`config.mk`:
```
export PLATFORM = sky130hd
export DESIGN_NAME = ble_adv_report_parser
export DESIGN_NICKNAME = d
export VERILOG_FILES = /design/src/design/advr_pkg.sv /design/src/design/advr_dp.sv /design/src/design/advr_ctrl.sv /design/src/design/ble_adv_report_parser.sv
export SDC_FILE = /design/constraint.sdc
export NUM_CORES = 1
export LEC_CHECK = 0
export ABC_AREA = 1
export BUFFER_PORTS_ARGS = -buffer_cell sky130_fd_sc_hd__buf_2
export CELL_PAD_IN_SITES_DETAIL_PLACEMENT = 1
export CELL_PAD_IN_SITES_GLOBAL_PLACEMENT = 2
export CORE_ASPECT_RATIO = 1.4
export CORE_UTILIZATION = 41
export CTS_CLUSTER_DIAMETER = 50
export DETAILED_ROUTE_END_ITERATION = 8
export GPL_TIMING_DRIVEN = 1
export PLACE_DENSITY = 0.81
export SYNTH_ARGS = -nofsm -noshare
export SYNTH_HDL_FRONTEND = slang
export SYNTH_SLANG_ARGS = --single-unit
```
`constraint.sdc`:
```
create_clock -name i_clk -period 6.4 [get_ports i_clk]
set_input_delay 0.96 -clock i_clk [delete_from_list [all_inputs] [get_ports i_clk]]
set_output_delay 0.96 -clock i_clk [all_outputs]
set_load 0.005 [all_outputs]
```
`src/design/advr_pkg.sv`:
```
package advr_pkg;

    // Default size of the advertising data buffer, in bytes.
    localparam int ADVR_MAX_DATA_LEN = 31;

    // Report header: event type, address type, six address bytes, data length.
    localparam int HEADER_BYTES = 9;

    // Event and subevent codes that the parser acts on.
    localparam logic [7:0] LE_META_CODE      = 8'h3E;
    localparam logic [7:0] ADV_REPORT_SUBEVT = 8'h02;

    // Result item packing.
    localparam int IDX_W   = 5;
    localparam int TDATA_W = 96;

    // Commands from the controller to the datapath.
    typedef struct packed {
        logic       cap_evt;
        logic       cap_atype;
        logic       cap_abyte;
        logic [2:0] abyte_sel;
        logic       cap_len;
        logic       store_data;
        logic       cap_rssi;
        logic       emit_start;
        logic       emit_rd;
        logic       emit_load;
    } t_advr_cmd;

    // Status from the datapath to the controller.
    typedef struct packed {
        logic data_done;
        logic emit_last;
        logic out_free;
    } t_advr_stat;

endpackage

```
`src/design/advr_dp.sv`:
```
module advr_dp #(
    parameter int MAX_DATA_LEN = advr_pkg::ADVR_MAX_DATA_LEN
) (
    input  logic                    i_clk,
    input  logic                    i_rst_n,
    input  logic [7:0]              i_byte,
    input  advr_pkg::t_advr_cmd     i_cmd,
    input  logic                    i_m_tready,
    output advr_pkg::t_advr_stat    o_stat,
    output logic                    o_valid,
    output logic [7:0]              o_adv_kind,
    output logic [7:0]              o_addr_kind,
    output logic [47:0]             o_address,
    output logic [7:0]              o_rssi,
    output logic [7:0]              o_data_length,
    output logic [advr_pkg::IDX_W-1:0] o_data_index,
    output logic [7:0]              o_data_byte,
    output logic                    o_status,
    output logic                    o_last
);

    localparam int AW = (MAX_DATA_LEN > 1) ? $clog2(MAX_DATA_LEN) : 1;

    logic [7:0]    r_evt;
    logic [7:0]    r_atype;
    logic [47:0]   r_addr;
    logic [7:0]    r_len;
    logic [7:0]    r_rcvd;
    logic          r_oversize;
    logic [7:0]    r_rssi;
    logic [AW-1:0] r_k;
    logic [7:0]    r_rd_data;
    logic [7:0]    r_mem [MAX_DATA_LEN];

    logic          r_out_valid;
    logic [7:0]    r_out_evt;
    logic [7:0]    r_out_atype;
    logic [47:0]   r_out_addr;
    logic [7:0]    r_out_rssi;
    logic [7:0]    r_out_len;
    logic [advr_pkg::IDX_W-1:0] r_out_idx;
    logic [7:0]    r_out_byte;
    logic          r_out_status;
    logic          r_out_last;

    logic          single;
    logic [7:0]    k_ext;

    // A report with no data or with oversized data gives one result only.
    assign single = r_oversize || (r_len == 8'd0);
    assign k_ext  = 8'(r_k);

    assign o_stat.data_done = (9'(r_rcvd) + 9'd1) >= 9'(r_len);
    assign o_stat.emit_last = single || ((k_ext + 8'd1) == r_len);
    assign o_stat.out_free  = !r_out_valid || i_m_tready;

    // Report header capture.
    always_ff @(posedge i_clk) begin
        if (i_cmd.cap_evt) begin
            r_evt <= i_byte;
        end
        if (i_cmd.cap_atype) begin
            r_atype <= i_byte;
            r_addr  <= '0;
        end
        if (i_cmd.cap_abyte) begin
            r_addr[8*i_cmd.abyte_sel +: 8] <= i_byte;
        end
        if (i_cmd.cap_rssi) begin
            r_rssi <= i_byte;
        end
        if (i_cmd.cap_len) begin
            r_len      <= i_byte;
            r_rcvd     <= '0;
            r_oversize <= i_byte > 8'(MAX_DATA_LEN);
        end else if (i_cmd.store_data) begin
            r_rcvd <= r_rcvd + 8'd1;
        end
    end

    // Data buffer: bytes beyond the buffer are counted but not kept.
    always_ff @(posedge i_clk) begin
        if (i_cmd.store_data && (r_rcvd < 8'(MAX_DATA_LEN))) begin
            r_mem[r_rcvd[AW-1:0]] <= i_byte;
        end
        if (i_cmd.emit_rd) begin
            r_rd_data <= r_mem[r_k];
        end
    end

    // Result index walks the buffer during delivery.
    always_ff @(posedge i_clk) begin
        if (i_cmd.emit_start) begin
            r_k <= '0;
        end else if (i_cmd.emit_load) begin
            r_k <= r_k + AW'(1);
        end
    end

    // Output register: holds one result item until it is taken.
    always_ff @(posedge i_clk) begin
        if (!i_rst_n) begin
            r_out_valid <= 1'b0;
        end else if (i_cmd.emit_load) begin
            r_out_valid <= 1'b1;
        end else if (i_m_tready) begin
            r_out_valid <= 1'b0;
        end
    end

    always_ff @(posedge i_clk) begin
        if (i_cmd.emit_load) begin
            r_out_evt    <= r_evt;
            r_out_atype  <= r_atype;
            r_out_addr   <= r_addr;
            r_out_rssi   <= r_rssi;
            r_out_len    <= r_len;
            r_out_idx    <= k_ext[advr_pkg::IDX_W-1:0];
            r_out_byte   <= single ? 8'd0 : r_rd_data;
            r_out_status <= r_oversize;
            r_out_last   <= o_stat.emit_last;
        end
    end

    assign o_valid        = r_out_valid;
    assign o_adv_kind     = r_out_evt;
    assign o_addr_kind    = r_out_atype;
    assign o_address      = r_out_addr;
    assign o_rssi         = r_out_rssi;
    assign o_data_length  = r_out_len;
    assign o_data_index   = r_out_idx;
    assign o_data_byte    = r_out_byte;
    assign o_status       = r_out_status;
    assign o_last         = r_out_last;

endmodule

```
`src/design/advr_ctrl.sv`:
```
module advr_ctrl (
    input  logic                 i_clk,
    input  logic                 i_rst_n,
    input  logic                 i_cfg_we,
    input  logic                 i_cfg_wdata,
    input  logic                 i_valid,
    output logic                 o_ready,
    input  logic [7:0]           i_byte,
    input  logic                 i_first,
    input  advr_pkg::t_advr_stat i_stat,
    output advr_pkg::t_advr_cmd  o_cmd
);

    localparam logic [3:0] S_WAIT    = 4'd0;
    localparam logic [3:0] S_LEN     = 4'd1;
    localparam logic [3:0] S_SUBEVT  = 4'd2;
    localparam logic [3:0] S_COUNT   = 4'd3;
    localparam logic [3:0] S_HEADER  = 4'd4;
    localparam logic [3:0] S_DATA    = 4'd5;
    localparam logic [3:0] S_RSSI    = 4'd6;
    localparam logic [3:0] S_EMIT_RD = 4'd7;
    localparam logic [3:0] S_EMIT_LD = 4'd8;

    localparam logic [3:0] HDR_LAST = 4'(advr_pkg::HEADER_BYTES - 1);

    logic [3:0] r_state, n_state;
    logic [7:0] r_payload_left, n_payload_left;
    logic [7:0] r_reports_left, n_reports_left;
    logic [3:0] r_hdr_idx, n_hdr_idx;
    logic       r_scan_en;
    logic       accept;
    logic [7:0] reports_dec;

    assign o_ready     = (r_state != S_EMIT_RD) && (r_state != S_EMIT_LD);
    assign accept      = i_valid && o_ready;
    assign reports_dec = r_reports_left - 8'd1;

    // Scan enable register.
    always_ff @(posedge i_clk) begin
        if (!i_rst_n) begin
            r_scan_en <= 1'b0;
        end else if (i_cfg_we) begin
            r_scan_en <= i_cfg_wdata;
        end
    end

    // Parser and delivery sequencing.
    always_comb begin
        n_state        = r_state;
        n_payload_left = r_payload_left;
        n_reports_left = r_reports_left;
        n_hdr_idx      = r_hdr_idx;
        o_cmd          = '0;
        o_cmd.abyte_sel = 3'(r_hdr_idx - 4'd2);

        if (r_state == S_EMIT_RD) begin
            o_cmd.emit_rd = 1'b1;
            n_state       = S_EMIT_LD;
        end else if (r_state == S_EMIT_LD) begin
            if (i_stat.out_free) begin
                o_cmd.emit_load = 1'b1;
                if (i_stat.emit_last) begin
                    n_reports_left = reports_dec;
                    n_hdr_idx      = '0;
                    n_state        = (reports_dec == 8'd0) ? S_WAIT : S_HEADER;
                end else begin
                    n_state = S_EMIT_RD;
                end
            end
        end else if (accept) begin
            if (i_first) begin
                n_state = (i_byte == advr_pkg::LE_META_CODE) ? S_LEN : S_WAIT;
            end else begin
                unique case (r_state)
                    S_WAIT: begin
                        n_state = S_WAIT;
                    end
                    S_LEN: begin
                        if (i_byte == 8'd0) begin
                            n_state = S_WAIT;
                        end else begin
                            n_payload_left = i_byte - 8'd1;
                            n_state        = S_SUBEVT;
                        end
                    end
                    S_SUBEVT: begin
                        n_state = (i_byte == advr_pkg::ADV_REPORT_SUBEVT) ? S_COUNT : S_WAIT;
                    end
                    S_COUNT, S_HEADER, S_DATA, S_RSSI: begin
                        if (r_payload_left == 8'd0) begin
                            // Payload used up: the report in progress is dropped.
                            n_state = S_WAIT;
                        end else begin
                            n_payload_left = r_payload_left - 8'd1;
                            unique case (r_state)
                                S_COUNT: begin
                                    n_reports_left = i_byte;
                                    n_hdr_idx      = '0;
                                    n_state        = (i_byte == 8'd0) ? S_WAIT : S_HEADER;
                                end
                                S_HEADER: begin
                                    n_hdr_idx = r_hdr_idx + 4'd1;
                                    priority if (r_hdr_idx == 4'd0) begin
                                        o_cmd.cap_evt = 1'b1;
                                    end else if (r_hdr_idx == 4'd1) begin
                                        o_cmd.cap_atype = 1'b1;
                                    end else if (r_hdr_idx < HDR_LAST) begin
                                        o_cmd.cap_abyte = 1'b1;
                                    end else begin
                                        o_cmd.cap_len = 1'b1;
                                        n_state = (i_byte == 8'd0) ? S_RSSI : S_DATA;
                                    end
                                end
                                S_DATA: begin
                                    o_cmd.store_data = 1'b1;
                                    if (i_stat.data_done) begin
                                        n_state = S_RSSI;
                                    end
                                end
                                default: begin
                                    // RSSI byte closes the report.
                                    o_cmd.cap_rssi = 1'b1;
                                    if (r_scan_en) begin
                                        o_cmd.emit_start = 1'b1;
                                        n_state          = S_EMIT_RD;
                                    end else begin
                                        n_reports_left = reports_dec;
                                        n_hdr_idx      = '0;
                                        n_state = (reports_dec == 8'd0) ? S_WAIT : S_HEADER;
                                    end
                                end
                            endcase
                        end
                    end
                    default: begin
                        n_state = S_WAIT;
                    end
                endcase
            end
        end
    end

    always_ff @(posedge i_clk) begin
        if (!i_rst_n) begin
            r_state        <= S_WAIT;
            r_payload_left <= '0;
            r_reports_left <= '0;
            r_hdr_idx      <= '0;
        end else begin
            r_state        <= n_state;
            r_payload_left <= n_payload_left;
            r_reports_left <= n_reports_left;
            r_hdr_idx      <= n_hdr_idx;
        end
    end

endmodule

```
`src/design/ble_adv_report_parser.sv`:
```
// Channel   Direction  Item                      Ports
// s         in         one HCI event byte        i_s_tvalid, o_s_tready, i_s_tdata, i_s_tuser
// m         out        one report data byte      o_m_tvalid, i_m_tready, o_m_tdata, o_m_tuser,
//                                                o_m_tlast
// cfg       in         scan enable               i_cfg_we, i_cfg_wdata
//
// The RSSI byte of a delivered report starts delivery: each result item takes a buffer read,
// then an output register load that waits until the output register is free, and a report
// holds the input until its R results are loaded, R being the data length, or one for a report
// with no data or oversized data. A result waits in the output register while i_m_tready is
// low; input is accepted again in the cycle after the final result of the report is loaded.
// Reset is synchronous and active low; it clears the parser, scan enable and output valid.
module ble_adv_report_parser #(
    parameter int MAX_DATA_LEN = advr_pkg::ADVR_MAX_DATA_LEN
) (
    input  logic                         i_clk,
    input  logic                         i_rst_n,
    input  logic                         i_cfg_we,
    input  logic                         i_cfg_wdata,
    input  logic                         i_s_tvalid,
    output logic                         o_s_tready,
    input  logic [7:0]                   i_s_tdata,   // [7:0] byte_value
    input  logic                         i_s_tuser,   // [0] first_byte
    output logic                         o_m_tvalid,
    input  logic                         i_m_tready,
    // [7:0] adv_kind, [15:8] addr_kind, [63:16] address, [71:64] rssi,
    // [79:72] data_length, [84:80] data_index, [92:85] data_byte, [95:93] zero
    output logic [advr_pkg::TDATA_W-1:0] o_m_tdata,
    output logic                         o_m_tuser,   // [0] status
    output logic                         o_m_tlast
);

    advr_pkg::t_advr_cmd  cmd;
    advr_pkg::t_advr_stat stat;

    logic [7:0]                  adv_kind;
    logic [7:0]                  addr_kind;
    logic [47:0]                 address;
    logic [7:0]                  rssi;
    logic [7:0]                  data_length;
    logic [advr_pkg::IDX_W-1:0]  data_index;
    logic [7:0]                  data_byte;

    advr_ctrl u_ctrl (
        .i_clk       (i_clk),
        .i_rst_n     (i_rst_n),
        .i_cfg_we    (i_cfg_we),
        .i_cfg_wdata (i_cfg_wdata),
        .i_valid     (i_s_tvalid),
        .o_ready     (o_s_tready),
        .i_byte      (i_s_tdata),
        .i_first     (i_s_tuser),
        .i_stat      (stat),
        .o_cmd       (cmd)
    );

    advr_dp #(
        .MAX_DATA_LEN (MAX_DATA_LEN)
    ) u_dp (
        .i_clk          (i_clk),
        .i_rst_n        (i_rst_n),
        .i_byte         (i_s_tdata),
        .i_cmd          (cmd),
        .i_m_tready     (i_m_tready),
        .o_stat         (stat),
        .o_valid        (o_m_tvalid),
        .o_adv_kind     (adv_kind),
        .o_addr_kind    (addr_kind),
        .o_address      (address),
        .o_rssi         (rssi),
        .o_data_length  (data_length),
        .o_data_index   (data_index),
        .o_data_byte    (data_byte),
        .o_status       (o_m_tuser),
        .o_last         (o_m_tlast)
    );

    // Pack the result fields, first field in the low bits.
    assign o_m_tdata = {3'b000, data_byte, data_index, data_length, rssi,
                        address, addr_kind, adv_kind};

endmodule
```
==> results of run 1 <==
==> power by group <==
group | switching, mW | internal [mW]
registers | 0.0544 | 3.32
logic | 0.647 | 0.231
clock network | 1.18 | 1.54
==> worst max-delay path, delay by kind of cell, from the launching register on <==
family                     cells  cell delay, ps
adders and majority gates      1             370
buffers and inverters          5            1060
DFF                            1             680
and+or+nand+nor               11            1040
==> flip-flops by register name (all words and copies together), names as in the netlist, 4 cells and up <==
register               cells
u_ctrl.r_hdr_idx           4
u_ctrl.r_payload_left      8
u_ctrl.r_reports_left      8
u_ctrl.r_state             4
u_dp.o_addr_kind           8
u_dp.o_address            48
u_dp.o_adv_kind            8
u_dp.o_data_byte           8
u_dp.o_data_index          5
u_dp.o_data_length         8
u_dp.o_rssi                8
u_dp.r_addr               48
u_dp.r_atype               8
u_dp.r_evt                 8
u_dp.r_k                   5
u_dp.r_len                 8
u_dp.r_mem               248
u_dp.r_rcvd                8
u_dp.r_rd_data             8
u_dp.r_rssi                8
==> final timing paths <==
kind / start / to / slack [ps] / cells past startpoint
hold / removal: u_dp.r_evt[2] / u_dp.o_adv_kind[2] / 420 / 0
hold reg to reg: u_dp.r_evt[2] / u_dp.o_adv_kind[2] / 420 / 0
setup / recovery: u_dp.r_k[0] / u_ctrl.r_reports_left[5] / 3130 / 17
setup reg to reg: u_dp.r_k[0] / u_ctrl.r_reports_left[5] / 3130 / 17
==> stage by stage <==
step / area (sq um) / std cells / hold WS, ps / util, % / power, mW
after CTS: 21700 / 2409 / 421.6 / 47.34 / 7.026
final: 21700 / 2409 / 419.9 / 47.34 / 6.978
after global placement: 20190 / 2324 / 404.0 / 44.04 / 4.304
after floorplan: 19030 / 1652 / 400.3 / - / 3.980
after detailed placement: 20190 / 2324 / 406.3 / 44.04 / 4.316
after global routing: 21700 / 2409 / 424.2 / 47.34 / 7.210
==> layout make-up <==
class / instances / area [sq um]
clock buffers: 57 / 1234
clock inverters: 28 / 276.5
fillers: 5002 / 24140
inverters: 124 / 465.4
multi-input cells: 981 / 4971
flip-flops and latches: 471 / 13280
well taps: 617 / 772.0
repair buffers: 131 / 705.7
==> routing by layer <==
metal	wire (microns)	global-route usage, %
met3	2074	2.873
met5	0	0
met2	29200	42.85
met4	2102	9.606
met1	21030	26.93
==> cell families after synthesis <==
kind of cell,synth area share (%)
DFF,69.78
xor gates and xnor gates,0.6446
adders and majority gates,1.644
buffers and inverters,4.157
other,0.01971
and+or+nand+nor,14.85
AOI/OAI and AO/OA,8.913
==> placed cells by master (no fill, tap or decap), types with 9 or more instances in the layout <==
cell type,instances
o22ai_1,18
nor2_1,202
buf_2,111
nor3_1,13
a21oi_1,55
inv_1,111
o21ai_0,174
o221ai_1,26
edfxtp_1,384
clkbuf_16,47
dfxtp_1,85
ha_1,25
xor2_1,11
inv_2,9
nand3_1,139
clkinv_2,9
nand2_1,226
clkinv_1,12
buf_4,20
nor4_1,9
nand4_1,19
==> out/qor.csv, run 1 <==
stage,metric,value,unit
timing,maxSlewViolCount,0,
route,remaining_drc_errors,0,
job,maxCapViolCount,0,
floorplan,die_width,184.0,microns
synth,yosysSeqAreaShare,69.78,%
critical_path,cp_slowest_cell,buf_4,
timing,finalHoldViolCount,0,
critical_path,critical_path.cell_chain,buf_4 > ha_1 > inv_1 > nand2_1 > nand2_1 > nand2_1 > nand2_1 > inv_1 > nand2_1 > nor2_1 > nand3_1 > nand3_1 > buf_4 > nand3_2 > nand2_1 > inv_1 > nor2_1,
power_and_ir_drop,p_leak,7.947,nW
synth,synth_edf_count,384,
power_and_ir_drop,ir_drop,0.0002141,V
global_routing,antenna_found_initial,0,
clock_network,cts_buffers,47,
timing,fin_ws,3130,ps
synth,synth_flop_cell,edfxtp_1,
run_status,outcome,finished clean,
cells_and_area,area_delta_synth_final,14.09,%
timing,rsz0062_at_grt,false,
timing,fin_crit,3270,ps
floorplan,die_h,256.9,microns
critical_path,critPathRequiredTime,6900,ps
clock_network,root_buffer,clkbuf_16,
critical_path,max_stage_delay,700,ps
clock_network,clkLatencyLatePin,570,ps
clock_network,tritoncts,done,
global_routing,grt_max_degree,85,
synth,synth.distinct_cells,43,
global_routing,grt_pass1_wl,81.92,mm
synth,synth.avg_cell_area,11.53,sq um
route,ant_nets,0,
clock_network,cts_setup_buffers,0,
global_routing,grt-ovfl-total,0,
place,portBuffers,111,
synth,synth_top_area_share,60.62,%
place,dp_hpwl,36.13,mm
route,num_vias,13020,
critical_path,cp_common_cell,nand2_1,
place,pre_cts_slack,2974,ps
synth,yosysMostFrequentCell,edfxtp_1,
timing,worst_slew_margin_rel,33.90,%
floorplan,rows,93,
critical_path,end_kind,flop,
power_and_ir_drop,cellPowerDensity,321.6,mW/mm^2
cells_and_area,drive_above_1_share,13.23,%
cells_and_area,fin_nets,1796,
clock_network,cts_buffer_depth,3,
hold_path,worstHoldPathType,flop to flop,
timing,tightest_slew,988.8,ps
synth,synth_area,0.01902,sq mm
timing,fin_setup_tns,0,ps
cells_and_area,diodes,0,
timing,finalSetupViolCount,0,
synth,synth_common_cells,"edfxtp_1 (384), nand2_1 (226), nor2_1 (202)",
clock_network,cts.reportedPaths.clkPinSlew,60,ps
place,place.gp.congestion,0.8899,
synth,synthTopCellsByArea,"edfxtp_1 (61%), dfxtp_1 (9.2%), o21ai_0 (4.6%)",
global_routing,grt_pass1_vias,13640,
clock_network,ctsHtreeMaxLevel,2,
critical_path,startpoint_type,flop,
synth,yosys.area.top_type,edfxtp_1,
route,viasPerCell,5.406,
synth,ys_ff_latch,471,
synth,synth-async-reset-ratio,0,%
floorplan,io_pins,115,
route,wl_per_cell,22.58,microns
clock_network,cts_sinks,471,
floorplan,dieArea,0.04727,sq mm
critical_path,worst-setup-path-type,flop to flop,
route,drt_iter0_drc,885,
critical_path,critical_path.max_fanout,84,
synth,syn_inst,1650,
clock_network,ctsResizeCount,0,
clock_network,cts_hold_buf,0,
route,wl,54.41,mm
global_routing,track_usage,23.25,%
timing,fin_skew,23.09,ps
floorplan,initial_core_util,41.49,%
critical_path,crit_arrival,3770,ps
floorplan,core_area,0.04585,sq mm
route,firstDrtPassIters,5,
synth,yosysWarnings,0,
timing,max_freq,305.8,MHz
timing,finalCritPeriodShare,51.09,%
No activity file was read; power rests on OpenSTA's default activity.
==> run 2: changes to the inputs <==
--- a/config.mk
+++ b/config.mk
@@ -5,7 +5,7 @@
 export SDC_FILE = /design/constraint.sdc
 export NUM_CORES = 1
 export LEC_CHECK = 0
-export ABC_AREA = 1
+export ABC_AREA = 0
 export BUFFER_PORTS_ARGS = -buffer_cell sky130_fd_sc_hd__buf_2
 export CELL_PAD_IN_SITES_DETAIL_PLACEMENT = 1
 export CELL_PAD_IN_SITES_GLOBAL_PLACEMENT = 2
@@ -14,7 +14,7 @@
 export CTS_CLUSTER_DIAMETER = 50
 export DETAILED_ROUTE_END_ITERATION = 8
 export GPL_TIMING_DRIVEN = 1
-export PLACE_DENSITY = 0.81
+export PLACE_DENSITY = 0.78
 export SYNTH_ARGS = -nofsm -noshare
 export SYNTH_HDL_FRONTEND = slang
 export SYNTH_SLANG_ARGS = --single-unit
==> constraint.sdc (replaced) <==
create_clock -name i_clk -period 2.96 [get_ports i_clk]
set_input_delay 0.444 -clock i_clk [delete_from_list [all_inputs] [get_ports i_clk]]
set_output_delay 0.444 -clock i_clk [all_outputs]
set_load 0.005 [all_outputs]
==> out/qor.csv, run 2 <==
stage,metric,value,unit
clock_network,ctsHtreeMaxLevel,2,
power_and_ir_drop,ir_drop,0.0004708,V
route,remaining_drc_errors,0,
cells_and_area,n_fill_cell,4329,
clock_network,cts_buffer_depth,3,
synth,synth_flop_cell,edfxtp_1,
critical_path,crit-reg2reg-launch,u_ctrl.r_state[2],
cells_and_area,drive_above_1_share,28.39,%
timing,finalSetupViolCount,0,
global_routing,use_met1,24.03,%
global_routing,grt_busiest_layer,met2,
timing,maxSlewViolCount,0,
critical_path,critPathRequiredTime,3230,ps
route,drt_iter0_drc,633,
place,pre_cts_slack,78.28,ps
floorplan,io_pins,115,
floorplan,die_h,254.5,microns
timing,hold_ws,128.6,ps
critical_path,cp_common_cell,nor2_1,
critical_path,end_kind,flop,
critical_path,critical_path.max_fanout,9,
synth,synth_area,0.01867,sq mm
global_routing,grt_pass1_wl,71.21,mm
critical_path,max_stage_delay,500,ps
timing,tightest_slew,825.5,ps
synth,yosysMostFrequentCell,edfxtp_1,
power_and_ir_drop,p_leak,7.671,nW
place,place_inst,1908,
synth,synth_top_area_share,61.77,%
power_and_ir_drop,total_power,14.06,mW
synth,synthTopCellsByArea,"edfxtp_1 (62%), dfxtp_1 (9.3%), mux4_2 (8.7%)",
clock_network,root_buffer,clkbuf_16,
job,maxCapViolCount,0,
floorplan,die_width,182.3,microns
synth,syn_inst,1151,
route,wl,47.51,mm
timing,finalHoldViolCount,0,
floorplan,initial_core_util,41.47,%
timing,finalCritPeriodShare,94.15,%
global_routing,track_usage,20.71,%
global_routing,grt_max_degree,78,
route,firstDrtPassIters,5,
clock_network,tritoncts,done,
synth,yosysSeqAreaShare,71.10,%
critical_path,worst-setup-path-type,flop to flop,
synth,yosys.area.top_type,edfxtp_1,
cells_and_area,fin_area,0.02214,sq mm
timing,fin_ws,173.2,ps
global_routing,grt_util_met2,38.15,%
cells_and_area,layout_commonest_cell,edfxtp_1,
critical_path,startpoint_type,flop,
cells_and_area,fin_nets,1385,
timing,fin_crit,2787,ps
critical_path,regToRegSetupSlack,170,ps
power_and_ir_drop,cellPowerDensity,635.2,mW/mm^2
timing,fin_skew,24.48,ps
floorplan,rows,92,
place,portBuffers,111,
floorplan,core_area,0.04501,sq mm
place,dp_hpwl,32.04,mm
critical_path,reg2reg_to,u_dp.r_mem[12][6],
place,placed_area,0.02051,sq mm
critical_path,cp-startpoint,u_ctrl.r_state[2],
global_routing,grt-ovfl-total,0,
critical_path,cp_slowest_cell,dfxtp_1,
route,ant_nets,0,
cells_and_area,multi_input_area,0.005055,sq mm
global_routing,grt_pass1_vias,11550,
global_routing,grtUsageMet3,3.084,%
synth,synth-async-reset-ratio,0,%
global_routing,antenna_found_initial,0,
route,num_vias,10670,
timing,rsz0062_at_grt,false,
synth,yosysWarnings,0,
clock_network,clkLatencyLatePin,570,ps
cells_and_area,layout_common_cells,"edfxtp_1 (384), buf_2 (111), nor2_1 (90)",
timing,worst_slew_margin_rel,44.97,%
synth,synth.avg_cell_area,16.22,sq um
synth,synth_edf_count,384,
run_status,outcome,finished clean,
synth,synth.distinct_cells,72,
cells_and_area,largest_register_ffs,248,
route,viasPerCell,5.355,
route,wl_per_cell,23.85,microns
place,place.gp.congestion,0.8689,
clock_network,cts_sinks,471,
synth,ys_ff_latch,471,
critical_path,reg2regPathDepth,8,
cells_and_area,diodes,0,
cells_and_area,fin_util,49.20,%
clock_network,cts.reportedPaths.clkPinSlew,60,ps
timing,fin_setup_tns,0,ps
hold_path,worstHoldPathType,input pin to flop,
cells_and_area,regArea,0.01328,sq mm
critical_path,crit_arrival,3050,ps
timing,max_freq,358.8,MHz
critical_path,critical_path.cell_chain,or4b_1 > nand4b_4 > or2_2 > nor2_1 > and3_1 > nand2_1 > nor2_1 > buf_4,
cells_and_area,final_cells,1992,
synth,synth_common_cells,"edfxtp_1 (384), nor2_1 (90), dfxtp_1 (87)",
floorplan,dieArea,0.04640,sq mm
clock_network,cts_buffers,46,
critical_path,crit_end,u_dp.r_mem[12][6],
cells_and_area,area_delta_synth_final,18.63,%
[run 2: power breakdown]
group / switching [mW] / total, mW / leakage [nW] / internal [mW]
sequential: 0.0341 / 7.18 / 4.16 / 7.14
combinational: 0.396 / 0.691 / 2.74 / 0.295
clock: 2.56 / 6.20 / 0.768 / 3.64
total: 2.99 / 14.1 / 7.67 / 11.1
[run 2: worst min path at each step]
stage,cells past startpoint,to,start
finish,3,u_ctrl.r_scan_en,i_cfg_wdata
CTS,3,u_ctrl.r_scan_en,i_cfg_wdata
floorplan,0,u_dp.o_addr_kind[0],u_dp.r_atype[0]
global placement,0,u_dp.o_adv_kind[4],u_dp.r_evt[4]
global route,3,u_ctrl.r_scan_en,i_cfg_wdata
detailed placement,0,u_dp.o_adv_kind[6],u_dp.r_evt[6]
[run 2: area by class of cell]
| type | instances | area share [%] |
|---|---|---|
| Multi-Input combinational cell | 591 | 22.83 |
| Inverter | 32 | 0.5424 |
| Clock buffer | 55 | 5.396 |
| Timing Repair Buffer | 203 | 5.910 |
| Sequential cell | 471 | 59.97 |
| Clock inverter | 29 | 1.904 |
| Tap cell | 611 | 3.452 |
[run 2: cells by family after synthesis]
family	Yosys count	synth area share, %
AOI/OAI and AO/OA	174	6.234
xor gates and xnor gates	24	1.126
and+or+nand+nor	274	8.023
other	1	0.02009
adders and majority gates	25	1.676
buffers and inverters	91	2.051
muxes	91	9.766
DFF	471	71.10
[run 2: timing repair]
action / CTS / global route
setup buffers: 0 / 0
resized for setup: 0 / 5
hold buffers: 0 / 0
endpoints found under the setup margin: 0 / 11
[run 2: routing by layer]
layer  wire length, microns  vias to the layer above
met5                      0                        -
met4                   1886                        0
met3                   1590                       95
met2                  25200                      217
met1                  18840                     5494
li1                       -                     4861
[run 2: worst max-delay path: cells and delay by family, from the launching register on]
kind                   cells  cell delay [ps]
and+or+nand+nor            7             1760
buffers and inverters      1              210
DFF                        1              500
==> run 3: changes to the inputs <==
--- a/config.mk
+++ b/config.mk
@@ -15,6 +15,7 @@
 export DETAILED_ROUTE_END_ITERATION = 8
 export GPL_TIMING_DRIVEN = 1
 export PLACE_DENSITY = 0.78
+export RECOVER_POWER = 100
 export SYNTH_ARGS = -nofsm -noshare
 export SYNTH_HDL_FRONTEND = slang
 export SYNTH_SLANG_ARGS = --single-unit
==> out/qor.csv, run 3 (synthesized netlist as in run 2, its figures left out) <==
stage,metric,value,unit
run_status,outcome,finished with violations,
run_status,violations,"capacitance limit, slew limit",
timing,maxSlewViolCount,110,
floorplan,io_pins,115,
power_and_ir_drop,p_leak,7.353,nW
place,place_inst,1908,
timing,tightest_slew,2469,ps
power_and_ir_drop,p_int,11.07,mW
floorplan,die_width,182.3,microns
clock_network,cts_setup_buffers,0,
power_and_ir_drop,pwr-share-comb,4.8,%
cells_and_area,fin_nets,1385,
critical_path,crit_arrival,3050,ps
timing,fin_skew,27.25,ps
route,viasPerCell,5.374,
cells_and_area,drive_above_1_share,20.71,%
power_and_ir_drop,ir_drop,0.0004707,V
global_routing,grt_pass1_vias,11550,
power_and_ir_drop,pwr-share-seq,51.1,%
floorplan,core_area,0.04501,sq mm
clock_network,cts.reportedPaths.clkPinSlew,60,ps
hold_path,worstHoldPathType,input pin to flop,
power_and_ir_drop,total_power,14.06,mW
floorplan,initial_core_util,41.47,%
clock_network,root_buffer,clkbuf_16,
cells_and_area,area_delta_synth_final,17.35,%
timing,finalHoldViolCount,0,
global_routing,grt_pass1_wl,71.21,mm
critical_path,crit-reg2reg-launch,u_ctrl.r_state[2],
job,maxCapViolCount,3,
global_routing,grt_max_degree,78,
timing,worst_slew_margin_rel,-64.63,%
place,portBuffers,111,
route,firstDrtPassIters,5,
critical_path,startpoint_type,flop,
power_and_ir_drop,power.share.clock,44.1,%
cells_and_area,diodes,0,
cells_and_area,layout_commonest_cell,edfxtp_1,
floorplan,rows,92,
route,ant_nets,0,
clock_network,tritoncts,done,
timing,rsz0062_at_grt,false,
clock_network,cts_buffers,46,
route,wl_per_cell,23.81,microns
timing,max_freq,357.5,MHz
power_and_ir_drop,switchingPower,2.991,mW
route,remaining_drc_errors,0,
critical_path,critical_path.max_fanout,9,
global_routing,antenna_found_initial,0,
clock_network,cts_sinks,471,
critical_path,critPathRequiredTime,3210,ps
critical_path,reg2regPathDepth,8,
place,place.gp.congestion,0.8689,
route,drt_iter0_drc,621,
clock_network,clkLatencyLatePin,580,ps
power_and_ir_drop,cellPowerDensity,641.8,mW/mm^2
global_routing,grt-ovfl-total,0,
critical_path,reg2reg_to,u_dp.r_mem[11][2],
timing,finalSetupViolCount,0,
cells_and_area,fin_util,48.67,%
critical_path,end_kind,flop,
global_routing,track_usage,20.71,%
floorplan,dieArea,0.04640,sq mm
timing,fin_crit,2797,ps
hold_path,whs_path_depth,3,
route,num_vias,10710,
floorplan,die_h,254.5,microns
cells_and_area,largest_register_ffs,248,
place,dp_hpwl,32.04,mm
hold_path,worstHoldStart,i_cfg_wdata,
cells_and_area,final_cells,1992,
clock_network,ctsHtreeMaxLevel,2,
timing,finalCritPeriodShare,94.50,%
clock_network,cts_buffer_depth,3,
cells_and_area,layout_common_cells,"edfxtp_1 (384), clkbuf_1 (112), nor2_1 (90)",
hold_path,whs_endpoint,u_ctrl.r_scan_en,
route,wl,47.43,mm
critical_path,worst-setup-path-type,flop to flop,
cells_and_area,n_fill_cell,4383,
power_and_ir_drop,sw_frac_of_total,21.27,%
critical_path,regToRegSetupSlack,160,ps
[run 3: cell types whose count changed in the layout (fill, tap and decap cells not counted)]
cell,change
buf_4,-43
a21oi_2,-1
nor4bb_1,+1
nor4bb_2,-1
buf_2,-82
and2_0,+8
a21oi_1,+1
and2_1,-8
clkbuf_2,+17
clkbuf_1,+104
clkbuf_4,+4
[run 3: worst max path at each step]
stage,to,from,depth (start not counted)
floorplan,u_ctrl.r_reports_left[6],u_ctrl.r_state[1],8
global placement,u_ctrl.r_state[0],u_dp.r_rcvd[1],12
detailed placement,u_ctrl.r_state[0],u_dp.r_rcvd[3],12
CTS,u_ctrl.r_state[0],u_dp.r_rcvd[3],12
global route,u_dp.r_mem[8][2],u_ctrl.r_state[2],8
finish,u_dp.r_mem[11][2],u_ctrl.r_state[2],8
[run 3: cell type report]
cell class              instances  area (sq um)  area share (%)
flip-flops and latches        471         13280           60.62
multi-input cells             591          5045           23.03
clock buffers                  55          1195           5.455
repair buffers                203          1081           4.935
well taps                     611         764.5           3.490
clock inverters                29         421.7           1.925
inverters                      32         120.1          0.5483
[run 3: power by group through the flow]
stage / combinational, mW / clock [mW] / sequential, mW
4_1_cts: 0.704 / 6.33 / 7.18
3_5_place_dp: 0.697 / 0 / 7.32
3_3_place_gp: 0.681 / 0 / 7.32
6_report: 0.679 / 6.20 / 7.18
2_1_floorplan: 0.420 / 0 / 7.30
5_1_grt: 0.731 / 6.55 / 7.18
[run 3: through the flow]
stage | worst slack, ps | area (sq um) | setup TNS [ps] | hold slack, ps
4_1_cts | 68.27 | 22130 | 0 | 107.4
6_report | 162.9 | 21910 | 0 | 125.7
3_5_place_dp | 78.28 | 20510 | 0 | 406.2
2_1_floorplan | -635.6 | 18700 | -10750 | 400.3
3_3_place_gp | 159.0 | 20510 | 0 | 401.9
5_1_grt | 14.59 | 21910 | 0 | 120.2
[run 3: worst max-delay path: stages, from the launching register on]
cell      delay (ps)
dfxtp_1          490
or4b_1           250
nand4b_4         190
or2_2            360
nor2_1           160
and3_1           270
nand2_1          280
nor2_1           200
clkbuf_2         270
[run 3: metal layers]
layer  vias up  global-route usage [%]  wire [microns]
li1       4860                       -               -
met1      5510                   24.03           18500
met4         0                   8.595            1828
met2       245                   38.15           25230
met3        90                   3.084            1872
met5         -                       0               0
[run 3: repair_timing]
item                                    4_1_cts  5_1_grt
resized for setup                             0        5
hold buffers                                  0        0
endpoints found under the setup margin        0       11
